## config.mk

```make
export PLATFORM = sky130hd
export DESIGN_NAME = fuzzy_membership_evaluator
export DESIGN_NICKNAME = d
export VERILOG_FILES = /design/src/rtl/core/fme_pkg.sv /design/src/rtl/core/fme_front.sv /design/src/rtl/core/fme_cell.sv /design/src/rtl/core/fuzzy_membership_evaluator.sv
export SDC_FILE = /design/constraint.sdc
export NUM_CORES = 2
export LEC_CHECK = 0
export ABC_AREA = 1
export CORE_UTILIZATION = 35
export CTS_CLUSTER_DIAMETER = 40
export DETAILED_ROUTE_END_ITERATION = 12
export DONT_BUFFER_PORTS = 1
export PLACE_DENSITY = 0.5
export SLEW_MARGIN = 30
export SYNTH_ARGS = -nofsm -noshare
export SYNTH_HDL_FRONTEND = slang
export SYNTH_SLANG_ARGS = --single-unit
export TNS_END_PERCENT = 5
```

## constraint.sdc

```tcl
create_clock -name clk -period 6.63 [get_ports clk]
set_input_delay 0.9945 -clock clk [delete_from_list [all_inputs] [get_ports clk]]
set_output_delay 0.9945 -clock clk [all_outputs]
set_load 0.005 [all_outputs]
```

## src/rtl/core/fme_pkg.sv

```systemverilog
// Package for the fuzzy membership evaluator.
// Holds the shared types, register indexes and default widths.
// Has no dependencies of its own.
package fme_pkg;

    localparam int VALUE_BITS_DEF    = 16;
    localparam int FRACTION_BITS_DEF = 15;
    localparam int CFG_INDEX_BITS    = 3;

    // Configuration register indexes
    localparam logic [CFG_INDEX_BITS-1:0] REG_SHAPE_MODE = 3'd0;
    localparam logic [CFG_INDEX_BITS-1:0] REG_POINT_A    = 3'd1;
    localparam logic [CFG_INDEX_BITS-1:0] REG_POINT_B    = 3'd2;
    localparam logic [CFG_INDEX_BITS-1:0] REG_POINT_C    = 3'd3;
    localparam logic [CFG_INDEX_BITS-1:0] REG_POINT_D    = 3'd4;

    typedef enum logic [1:0] {
        SHAPE_TRIANGLE  = 2'd0,
        SHAPE_TRAPEZOID = 2'd1,
        SHAPE_L         = 2'd2,
        SHAPE_GAMMA     = 2'd3
    } fme_shape_t;

    // What the final stage shows: zero, full membership, or the quotient
    typedef enum logic [1:0] {
        KIND_ZERO = 2'd0,
        KIND_ONE  = 2'd1,
        KIND_RAMP = 2'd2
    } fme_kind_t;

    typedef struct packed {
        logic      valid;
        fme_kind_t kind;
    } fme_ctl_t;

endpackage

```

## src/rtl/core/fme_front.sv

```systemverilog
// Front stage of the fuzzy membership evaluator: range tests and ramp operands.
// Registers numerator, denominator and result kind for the divider chain.
// Depends on fme_pkg.
module fme_front #(
    parameter int VALUE_BITS = fme_pkg::VALUE_BITS_DEF
) (
    input  logic                         clk,
    input  logic                         rst_n,
    input  logic                         accept,
    input  logic signed [VALUE_BITS-1:0] crisp_value,
    input  fme_pkg::fme_shape_t          shape_mode,
    input  logic signed [VALUE_BITS-1:0] point_a,
    input  logic signed [VALUE_BITS-1:0] point_b,
    input  logic signed [VALUE_BITS-1:0] point_c,
    input  logic signed [VALUE_BITS-1:0] point_d,
    output fme_pkg::fme_ctl_t            ctl_out,
    output logic [VALUE_BITS-1:0]        num_out,
    output logic [VALUE_BITS-1:0]        den_out
);
    import fme_pkg::*;

    logic signed [VALUE_BITS-1:0] num_hi, num_lo, den_hi, den_lo;
    logic signed [VALUE_BITS:0]   num_wide, den_wide;
    fme_kind_t                    kind_sel;
    fme_kind_t                    kind_fix;
    fme_ctl_t                     ctl_reg, ctl_next;
    logic [VALUE_BITS-1:0]        num_reg, den_reg;

    // Pick the first matching branch and its ramp operands
    always_comb
    begin
        num_hi   = crisp_value;
        num_lo   = point_a;
        den_hi   = point_b;
        den_lo   = point_a;
        kind_sel = KIND_ZERO;
        case (shape_mode)
            SHAPE_TRIANGLE:
            begin
                if (crisp_value >= point_a && crisp_value <= point_b)
                begin
                    kind_sel = KIND_RAMP;
                end
                else if (crisp_value >= point_b && crisp_value <= point_c)
                begin
                    kind_sel = KIND_RAMP;
                    num_hi   = point_c;
                    num_lo   = crisp_value;
                    den_hi   = point_c;
                    den_lo   = point_b;
                end
            end
            SHAPE_TRAPEZOID:
            begin
                if (crisp_value >= point_a && crisp_value <= point_b)
                begin
                    kind_sel = KIND_RAMP;
                end
                else if (crisp_value >= point_b && crisp_value <= point_c)
                begin
                    kind_sel = KIND_ONE;
                end
                else if (crisp_value >= point_c && crisp_value <= point_d)
                begin
                    kind_sel = KIND_RAMP;
                    num_hi   = point_d;
                    num_lo   = crisp_value;
                    den_hi   = point_d;
                    den_lo   = point_c;
                end
            end
            SHAPE_L:
            begin
                if (crisp_value <= point_a)
                begin
                    kind_sel = KIND_ONE;
                end
                else if (crisp_value < point_b)
                begin
                    kind_sel = KIND_RAMP;
                    num_hi   = point_b;
                    num_lo   = crisp_value;
                end
            end
            SHAPE_GAMMA:
            begin
                if (crisp_value > point_a && crisp_value < point_b)
                begin
                    kind_sel = KIND_RAMP;
                end
                else if (crisp_value >= point_b)
                begin
                    kind_sel = KIND_ONE;
                end
            end
            default:
            begin
                kind_sel = KIND_ZERO;
            end
        endcase
    end

    // Both differences are non-negative whenever a ramp is selected
    assign num_wide = {num_hi[VALUE_BITS-1], num_hi} - {num_lo[VALUE_BITS-1], num_lo};
    assign den_wide = {den_hi[VALUE_BITS-1], den_hi} - {den_lo[VALUE_BITS-1], den_lo};

    // A ramp with coinciding breakpoints counts as full membership
    always_comb
    begin
        kind_fix = kind_sel;
        if (kind_sel == KIND_RAMP && den_wide == '0)
        begin
            kind_fix = KIND_ONE;
        end
    end

    always_comb
    begin
        ctl_next.valid = accept;
        ctl_next.kind  = kind_fix;
    end

    always_ff @(posedge clk or negedge rst_n)
    begin
        if (!rst_n)
        begin
            ctl_reg <= '{valid: 1'b0, kind: KIND_ZERO};
        end
        else
        begin
            ctl_reg <= ctl_next;
        end
    end

    always_ff @(posedge clk)
    begin
        num_reg <= num_wide[VALUE_BITS-1:0];
        den_reg <= den_wide[VALUE_BITS-1:0];
    end

    assign ctl_out = ctl_reg;
    assign num_out = num_reg;
    assign den_out = den_reg;

endmodule

```

## src/rtl/core/fme_cell.sv

```systemverilog
// One restoring-division cell of the fuzzy membership evaluator.
// Produces one quotient bit per item and hands the remainder to its neighbor.
// Depends on fme_pkg.
module fme_cell #(
    parameter int VALUE_BITS    = fme_pkg::VALUE_BITS_DEF,
    parameter int FRACTION_BITS = fme_pkg::FRACTION_BITS_DEF
) (
    input  logic                       clk,
    input  logic                       rst_n,
    input  fme_pkg::fme_ctl_t          ctl_in,
    input  logic [VALUE_BITS:0]        rem_in,
    input  logic [VALUE_BITS-1:0]      den_in,
    input  logic [FRACTION_BITS:0]     quo_in,
    output fme_pkg::fme_ctl_t          ctl_out,
    output logic [VALUE_BITS:0]        rem_out,
    output logic [VALUE_BITS-1:0]      den_out,
    output logic [FRACTION_BITS:0]     quo_out
);
    import fme_pkg::*;

    logic                     take;
    logic [VALUE_BITS:0]      diff;
    logic [VALUE_BITS:0]      kept;
    fme_ctl_t                 ctl_reg;
    logic [VALUE_BITS:0]      rem_reg, rem_next;
    logic [VALUE_BITS-1:0]    den_reg;
    logic [FRACTION_BITS:0]   quo_reg, quo_next;

    // Remainder stays below the divisor, so the doubled value fits
    assign take     = rem_in >= {1'b0, den_in};
    assign diff     = rem_in - {1'b0, den_in};
    assign kept     = take ? diff : rem_in;
    assign rem_next = {kept[VALUE_BITS-1:0], 1'b0};
    assign quo_next = {quo_in[FRACTION_BITS-1:0], take};

    always_ff @(posedge clk or negedge rst_n)
    begin
        if (!rst_n)
        begin
            ctl_reg <= '{valid: 1'b0, kind: KIND_ZERO};
        end
        else
        begin
            ctl_reg <= ctl_in;
        end
    end

    always_ff @(posedge clk)
    begin
        rem_reg <= rem_next;
        den_reg <= den_in;
        quo_reg <= quo_next;
    end

    assign ctl_out = ctl_reg;
    assign rem_out = rem_reg;
    assign den_out = den_reg;
    assign quo_out = quo_reg;

endmodule

```

## src/rtl/core/fuzzy_membership_evaluator.sv

```systemverilog
// Top level of the fuzzy membership evaluator (fuzzifier).
// Instantiates fme_front and a chain of fme_cell stages; depends on fme_pkg.
//
// Usage:
//   Input: raise start with crisp_value; the transfer happens at a rising
//   edge where start is high and busy is low. busy is high only in the first
//   cycle after reset, so an item can be accepted every cycle after that.
//   Configuration: cfg_valid/cfg_ready write channel, cfg_index selects
//   shape_mode (0), point_a..point_d (1..4); other indexes are dropped.
//   cfg_ready is always high. Write only while no item is in flight.
//   Result: degree is shown with done for exactly one cycle; the receiver
//   cannot stall, so every result is a transfer on its single cycle.
// Pipeline: one range-test stage, one cell per quotient bit (FRACTION_BITS + 1
//   cells), one output register.
// Throughput: one item per cycle; each cell of the division chain works on
//   a different item and hands its remainder to the next cell every cycle.
// Reset: asynchronous, active low; clears the configuration (triangle with all
//   breakpoints at zero) and the valid and done flags, sets busy, drops any item in flight.
module fuzzy_membership_evaluator #(
    parameter int VALUE_BITS    = fme_pkg::VALUE_BITS_DEF,
    parameter int FRACTION_BITS = fme_pkg::FRACTION_BITS_DEF
) (
    input  logic                                clk,
    input  logic                                rst_n,
    input  logic                                start,
    output logic                                busy,
    input  logic signed [VALUE_BITS-1:0]        crisp_value,
    output logic                                done,
    output logic [FRACTION_BITS:0]              degree,
    input  logic                                cfg_valid,
    output logic                                cfg_ready,
    input  logic [fme_pkg::CFG_INDEX_BITS-1:0]  cfg_index,
    input  logic [VALUE_BITS-1:0]               cfg_data
);
    import fme_pkg::*;

    localparam int NUM_CELLS = FRACTION_BITS + 1;
    localparam int LATENCY   = FRACTION_BITS + 3;
    localparam logic [FRACTION_BITS:0] ONE_FIXED = {1'b1, {FRACTION_BITS{1'b0}}};

    // Configuration registers
    fme_shape_t                   shape_mode_reg;
    logic signed [VALUE_BITS-1:0] point_a_reg, point_b_reg, point_c_reg, point_d_reg;
    logic                         cfg_write;

    // Handshake and output registers
    logic                         busy_reg;
    logic                         done_reg, done_next;
    logic [FRACTION_BITS:0]       degree_reg, degree_next;
    logic                         accept;

    // Chain links; link 0 is the front stage output
    fme_ctl_t                     ctl_link [NUM_CELLS+1];
    logic [VALUE_BITS:0]          rem_link [NUM_CELLS+1];
    logic [VALUE_BITS-1:0]        den_link [NUM_CELLS+1];
    logic [FRACTION_BITS:0]       quo_link [NUM_CELLS+1];
    logic [VALUE_BITS-1:0]        front_num;

    assign accept    = start && !busy_reg;
    assign busy      = busy_reg;
    assign cfg_ready = 1'b1;
    assign cfg_write = cfg_valid && cfg_ready;

    // Hold busy for one cycle out of reset, then take items every cycle
    always_ff @(posedge clk or negedge rst_n)
    begin
        if (!rst_n)
        begin
            busy_reg <= 1'b1;
        end
        else
        begin
            busy_reg <= 1'b0;
        end
    end

    // Register writes; indexes past point_d are dropped
    always_ff @(posedge clk or negedge rst_n)
    begin
        if (!rst_n)
        begin
            shape_mode_reg <= SHAPE_TRIANGLE;
            point_a_reg    <= '0;
            point_b_reg    <= '0;
            point_c_reg    <= '0;
            point_d_reg    <= '0;
        end
        else if (cfg_write)
        begin
            case (cfg_index)
                REG_SHAPE_MODE: shape_mode_reg <= fme_shape_t'(cfg_data[1:0]);
                REG_POINT_A:    point_a_reg    <= cfg_data;
                REG_POINT_B:    point_b_reg    <= cfg_data;
                REG_POINT_C:    point_c_reg    <= cfg_data;
                REG_POINT_D:    point_d_reg    <= cfg_data;
                default:        ;
            endcase
        end
    end

    fme_front #(
        .VALUE_BITS (VALUE_BITS)
    ) u_front (
        .clk         (clk),
        .rst_n       (rst_n),
        .accept      (accept),
        .crisp_value (crisp_value),
        .shape_mode  (shape_mode_reg),
        .point_a     (point_a_reg),
        .point_b     (point_b_reg),
        .point_c     (point_c_reg),
        .point_d     (point_d_reg),
        .ctl_out     (ctl_link[0]),
        .num_out     (front_num),
        .den_out     (den_link[0])
    );

    // Numerator never exceeds the denominator on a ramp, so the dividend
    // enters the chain unshifted and the quotient needs FRACTION_BITS+1 bits
    assign rem_link[0] = {1'b0, front_num};
    assign quo_link[0] = '0;

    for (genvar i = 0; i < NUM_CELLS; i++)
    begin : g_cell
        fme_cell #(
            .VALUE_BITS    (VALUE_BITS),
            .FRACTION_BITS (FRACTION_BITS)
        ) u_cell (
            .clk     (clk),
            .rst_n   (rst_n),
            .ctl_in  (ctl_link[i]),
            .rem_in  (rem_link[i]),
            .den_in  (den_link[i]),
            .quo_in  (quo_link[i]),
            .ctl_out (ctl_link[i+1]),
            .rem_out (rem_link[i+1]),
            .den_out (den_link[i+1]),
            .quo_out (quo_link[i+1])
        );
    end

    // Select the final degree from the kind carried down the chain
    always_comb
    begin
        done_next = ctl_link[NUM_CELLS].valid;
        case (ctl_link[NUM_CELLS].kind)
            KIND_ZERO: degree_next = '0;
            KIND_ONE:  degree_next = ONE_FIXED;
            KIND_RAMP: degree_next = quo_link[NUM_CELLS];
            default:   degree_next = '0;
        endcase
    end

    always_ff @(posedge clk or negedge rst_n)
    begin
        if (!rst_n)
        begin
            done_reg <= 1'b0;
        end
        else
        begin
            done_reg <= done_next;
        end
    end

    always_ff @(posedge clk)
    begin
        degree_reg <= degree_next;
    end

    assign done   = done_reg;
    assign degree = degree_reg;

`ifndef SYNTH
    // Every accepted item leaves after exactly the pipeline latency
    a_latency_fwd: assert property (@(posedge clk) disable iff (!rst_n)
        (start && !busy) |-> ##LATENCY done)
        else $error("accepted item did not complete on time");

    // No result without a matching earlier accepted item
    a_latency_back: assert property (@(posedge clk) disable iff (!rst_n)
        done |-> $past(start && !busy, LATENCY))
        else $error("result strobe without matching transfer");

    // Degree never exceeds full membership
    a_degree_range: assert property (@(posedge clk) disable iff (!rst_n)
        done |-> (degree <= ONE_FIXED))
        else $error("degree above one");

    // A full-membership kind at the chain output is shown as a degree of one
    a_kind_one: assert property (@(posedge clk) disable iff (!rst_n)
        (ctl_link[NUM_CELLS].valid && ctl_link[NUM_CELLS].kind == KIND_ONE)
        |=> (done && degree == ONE_FIXED))
        else $error("full membership not shown as one");
`endif

endmodule

```

Yosys cells after proc, flatten, opt, wreduce, memory -nomap -nowiden. Cells that the tools add are included.

Add/sub/neg operators: 17. Bitwise operators: 0. $mul: 0. Magnitude comparators: 25. Reduce and logical (&&, ||, !) cells: 15. Equal/unequal tests: 10. Shifts and indexed selects: 0. Div/mod/pow operators: 0. Mux-type cells: 55.

Operators by type and width (count): $mux W16 (39); $sub A16 B16 Y16 (16); $ge A17 B16 Y1 (15); $pmux W16 S2 (3); $pmux W16 S3 (2); $ge A16 B16 Y1 (4); $le A16 B16 Y1 (4); $mux W2 (9); $logic_not A17 Y1 (1); $sub A16 B16 Y17 (1); $gt A16 B16 Y1 (1); $lt A16 B16 Y1 (1); $reduce_and A2 Y1 (5); $eq A2 B2 Y1 const B (4); $pmux W2 S4 (1); $eq A3 B2 Y1 const B (2); $logic_and A1 B1 Y1 (6); $eq A2 B1 Y1 const B (2); $eq A3 B1 Y1 const B (1); $eq A3 B3 Y1 const B (1); $logic_not A3 Y1 (1); $logic_not A2 Y1 (1); $logic_not A1 Y1 (1); $mux W1 (1).

Flip-flop bits (word level): 783. Memories kept: 0. Output and inout bits: 19. Latch bits: 0. Word-level logic and storage cells: 226. RAM bits: 0. Memory bits (read-only): 0.

Longest topological paths before layout.
Word-level depth: 10. Mapped depth: 36.

Cells and area by module. A second synthesis with hierarchy kept.

Cell total of the unflattened synthesis: 6594. Area, all modules: 48459.0 um^2.

Modules (own cells, without submodules): fme_cell (g_cell[12].u_cell ...) (area each 2366.0 um^2, cells each 322, times used 10); fme_cell (g_cell[0].u_cell ...) (area each 2489.9 um^2, cells each 325, times used 6); fme_front (area each 6622.6 um^2, cells each 1066, times used 1); fuzzy_membership_evaluator (area each 3236.9 um^2, cells each 358, times used 1).

Worst setup path before layout. OpenSTA, ideal clock, no wires.

Path type: input to register. Start point: in crisp_value[15]. End point: reg u_front.ctl_reg (netlist bit u_front.ctl_out[1]). Arrival time: 4669 ps. Required time: 6511 ps. Slack: 1842 ps. Path buffers: 1. Stages on the path: 26. Path through: ha_1 -> a21oi_1 -> o21ai_1 -> a21oi_1 -> nand2_1 -> nand2_1 -> nand3_2 -> nand2_2 -> clkinv_2 -> nand2_4 -> clkbuf_1 -> a21oi_1 -> o21ai_0 -> o22ai_1 -> ha_1 -> fa_1 -> o21ai_0 -> nand4_1 -> nand4_1 -> nand3_1 -> nand2_1 -> xor2_1 -> inv_1 -> nor3_1 -> nand3_1 -> o21a_1.

Word-level cells in the longest chain between the ends: 10.

Ends and longest elaborated chain: from (decl) (RTL line fuzzy_membership_evaluator.sv:27) `input logic signed [VALUE_BITS-1:0] crisp_value,`; $ge A16 B16 Y1 or $le A16 B16 Y1 (tied branches) (RTL line fme_front.sv:63) `else if (crisp_value >= point_c && crisp_value <= point_d)`; $logic_and A1 B1 Y1 (RTL line fme_front.sv:63); $mux W16 (RTL line fme_front.sv:63); $mux W16 (RTL line fme_front.sv:59) `else if (crisp_value >= point_b && crisp_value <= point_c)`; $mux W16 (RTL line fme_front.sv:55) `if (crisp_value >= point_a && crisp_value <= point_b)`; $pmux W16 S2 (RTL line fme_front.sv:37) `case (shape_mode)`; $sub A16 B16 Y17 * (RTL line fme_front.sv:105) `assign den_wide = {den_hi[VALUE_BITS-1], den_hi} - {den_lo[VALUE_BITS-1], den_lo};`; via u_front.den_wide[14] (RTL line fme_front.sv:23) `logic signed [VALUE_BITS:0] num_wide, den_wide;`; $logic_not A17 Y1 * (RTL line fme_front.sv:111) `if (kind_sel == KIND_RAMP && den_wide == '0)`; $logic_and A1 B1 Y1 * (RTL line fme_front.sv:111); $mux W2 * (RTL line fme_front.sv:111); via u_front.kind_fix[1] (RTL line fme_front.sv:25) `fme_kind_t kind_fix;`; to (signal assigned) (RTL line fme_front.sv:127) `ctl_reg <= '{valid: 1'b0, kind: KIND_ZERO};`; to (signal assigned) (RTL line fme_front.sv:131) `ctl_reg <= ctl_next;`; to (decl) (RTL line fme_front.sv:26) `fme_ctl_t ctl_reg, ctl_next;`.

Mark *: on every way through the listed nets, which the timed path passes. The rest lies on a longest branch. A chain may end at the register's enable or synchronous reset.

Worst setup path after layout.
Start point: reg point_b_reg[5]. End point: reg u_front.num_reg[14] (netlist: u_front.num_out[14]).

Word-level cells in the longest chain between the ends: 6.

Ends and longest elaborated chain: from (decl) (RTL line fuzzy_membership_evaluator.sv:43) `logic signed [VALUE_BITS-1:0] point_a_reg, point_b_reg, point_c_reg, point_d_reg;`; from (signal assigned) (RTL line fuzzy_membership_evaluator.sv:93) `REG_POINT_B: point_b_reg <= cfg_data;`; $ge A16 B16 Y1 (RTL line fme_front.sv:44, fme_front.sv:59); $logic_and A1 B1 Y1 (RTL line fme_front.sv:44, fme_front.sv:59); $mux W16, on equally long branches (RTL line fme_front.sv:59, fme_front.sv:44); $mux W16, on equally long branches (RTL line fme_front.sv:55, fme_front.sv:40); $pmux W16 S3 (RTL line fme_front.sv:37); $sub A16 B16 Y16 * (RTL line fme_front.sv:104) `assign num_wide = {num_hi[VALUE_BITS-1], num_hi} - {num_lo[VALUE_BITS-1], num_lo};`; via u_front.num_wide[14] (RTL line fme_front.sv:23); to (signal assigned) (RTL line fme_front.sv:137) `num_reg <= num_wide[VALUE_BITS-1:0];`; to (decl) (RTL line fme_front.sv:27) `logic [VALUE_BITS-1:0] num_reg, den_reg;`.

Marked as above.

==> impl_metrics.yaml <==
sta:
  fmax_ghz: 0.182
  rsz0062_at_grt: "false"
  timing.final.crit_share_pct: 83.0
  setup-tns-final_ns: 0
  slew_viol_final: 0
  relSlewSlack_pct: 49.4
  setup_viol_count_final: 0
  worst_pin_slew_ns: 0.756
  hold_viol: 0
  skew_ns: 0.0541
  period_minus_slack_ns: 5.50
setup_path:
  rr_startpoint: "point_b_reg[5]$_DFFE_PN0P_"
  r2r_cells: 28
  setup.worst_path.class: "reg -> reg"
  slowest_delay_ns: 0.49
  critPathRequiredTime_ns: 7.21
  critPathArrivalTime_ns: 6.08
  regToRegSetupSlack_ns: 1.13
  cp_slowest_cell: "dfrtp_1"
  rr_endpoint: "u_front.num_out[14]$_DFF_P_"
  crit_end: "u_front.num_out[14]$_DFF_P_"
  cp-start-kind: "register"
  startpoint: "point_b_reg[5]$_DFFE_PN0P_"
  cp-end-kind: "register"
  cp_max_fo: 26
floorplan:
  dieArea_sq_um: 105000
  initial_core_util_pct: 35.5
  core_region_area_sq_um: 102000
  die_width_um: 324
  fp-row-count: 117
  ios: 58
  die-height_um: 324
logic_synthesis:
  synth_top_cell_by_area: "dfxtp_1"
  synth_top_area_share_pct: 36.5
  ys_types: 61
  synth.avg_cell_area_sq_um: 8.40
  synth_edf_count: 0
  synth-main-ff-cell: "dfxtp_1"
  synthTopCellsByArea: "dfxtp_1 37%, ha_1 12%, nand2_1 8.8%"
  synth.cell_area_sq_um: 36400
  ys_warn_count: 0
  synth_seq_area_share_pct: 44.7
  syn-num-nets: 4739
  ys_ff_latch: 783
  async_flop_share_pct: 15.2
  syn_inst: 4331
routing:
  wl_per_cell_um: 15.1
  dr_wl_met2_um: 41100
  drt_first_pass_iters: 5
  wl_um: 88300
  dr.max_layer_used: "met4"
  dr.first_iter.drc_count: 1618
  vias_per_cell: 4.76
  drt-met1-wl_um: 39800
  ant_nets: 0
  drc: 0
  wl_met3_um: 3770
  vias: 27885
placement:
  place.gp.congestion: 0.898
  io_buffers: 0
  dp_hpwl_um: 67700
clock_network:
  clk_latency_ns: 0.70
  htreeDepth: 3
  cts.sinks: 783
  cts_resized: 0
  clk_pin_slew_ns: 0.05
  clockBufferDepth: 3
  root_buffer: "clkbuf_16"
  cts_hold_buf: 1
  numCtsBuffers: 120
  cts_tree: "done"
  postCtsSetupBuffers: 0
global_routing:
  antenna_found_initial: 0
  grt_pass1_wl_um: 142000
  track_usage_pct: 16.6
  grt_max_degree: 119
  grt_pass1_vias: 27161
  grt-ovfl-total: 0
layout:
  area_growth_pct: 16.0
  layout_common_cells: "857 x nand2_1, 664 x dfxtp_1, 561 x inv_1"
  final_util_pct: 41.2
  diodes: 0
  drive_gt1_share_pct: 6.70
  fin_nets: 4794
  final_common_cell: "nand2_1"
  fillers: 10305
run_status:
  status: "completed"
worst_hold_path:
  hold_class: "in -> async"
run:
  drv_cap: 0
## synth_stat cells, types with 46 or more instances
| cell type | instances |
|---|---|
| xor2_1 | 82 |
| dfrtp_1 | 118 |
| xnor2_1 | 128 |
| a21oi_1 | 342 |
| o21ai_0 | 478 |
| dfxtp_1 | 664 |
| nand3_1 | 160 |
| nor2_1 | 163 |
| nand2_1 | 857 |
| ha_1 | 352 |
| inv_1 | 561 |
| nand4_1 | 46 |
## how the worst min path moves through the flow
stage	to	slack (ns)
2_1_floorplan	g_cell[10].u_cell.quo_out[10]$_DFF_P_	0.31
3_3_place_gp	g_cell[11].u_cell.quo_out[6]$_DFF_P_	0.31
3_5_place_dp	g_cell[11].u_cell.quo_out[3]$_DFF_P_	0.31
4_1_cts	busy$_DFF_PN1_	0.11
5_1_grt	busy$_DFF_PN1_	0.11
6_report	busy$_DFF_PN1_	0.16
## per-stage QoR
step | hold WS, ns | worst slack [ns] | cell area (sq um) | instances
floorplan | 0.310 | 1.84 | 36400 | 4331
global placement | 0.310 | 0.831 | 37800 | 5631
detailed placement | 0.312 | 0.731 | 37800 | 5631
CTS | 0.108 | 1.22 | 42200 | 5859
global route | 0.110 | 0.623 | 42200 | 5859
finish | 0.163 | 1.13 | 42200 | 5859
## kinds of logic after synthesis
kind of cell             after synthesis  share of synthesized area (%)
adder cells (fa/ha/maj)              369                           13.0
other                                  2                         0.0206
buffers and inverters                672                           7.25
AND/OR/NAND/NOR                     1300                           14.8
AO/OA/AOI/OAI                        995                           15.1
flip-flops                           783                           44.7
XOR/XNOR                             210                           5.06
## critical path: cells and delay by family, from the launching register on
family                     cells  cell delay [ns]
xor gates and xnor gates       1             0.17
adders and majority gates      3             0.94
buffers and inverters          2             0.61
AOI/OAI and AO/OA              9             1.61
DFF                            1             0.49
and+or+nand+nor               13             1.54
## per-layer routing
metal | global-route usage [%] | up-vias
met2 | 27.8 | 541
met1 | 20.9 | 12653
li1 | - | 14473
met4 | 7.35 | 0
met3 | 2.88 | 218
met5 | 0 | -
## area by class of cell
type | instances | area, sq um | area share, %
clock buffer | 134 | 3210 | 7.61
clock inverter | 93 | 1140 | 2.70
inverter | 580 | 2180 | 5.16
multi-input combinational | 2876 | 17500 | 41.4
sequential | 783 | 16300 | 38.6
tap | 1368 | 1710 | 4.06
timing repair buffer | 25 | 208 | 0.492
Power is left out: the tool's default activity adds up to more than one toggle a clock period on the data nets, which glitch-free logic cannot reach.
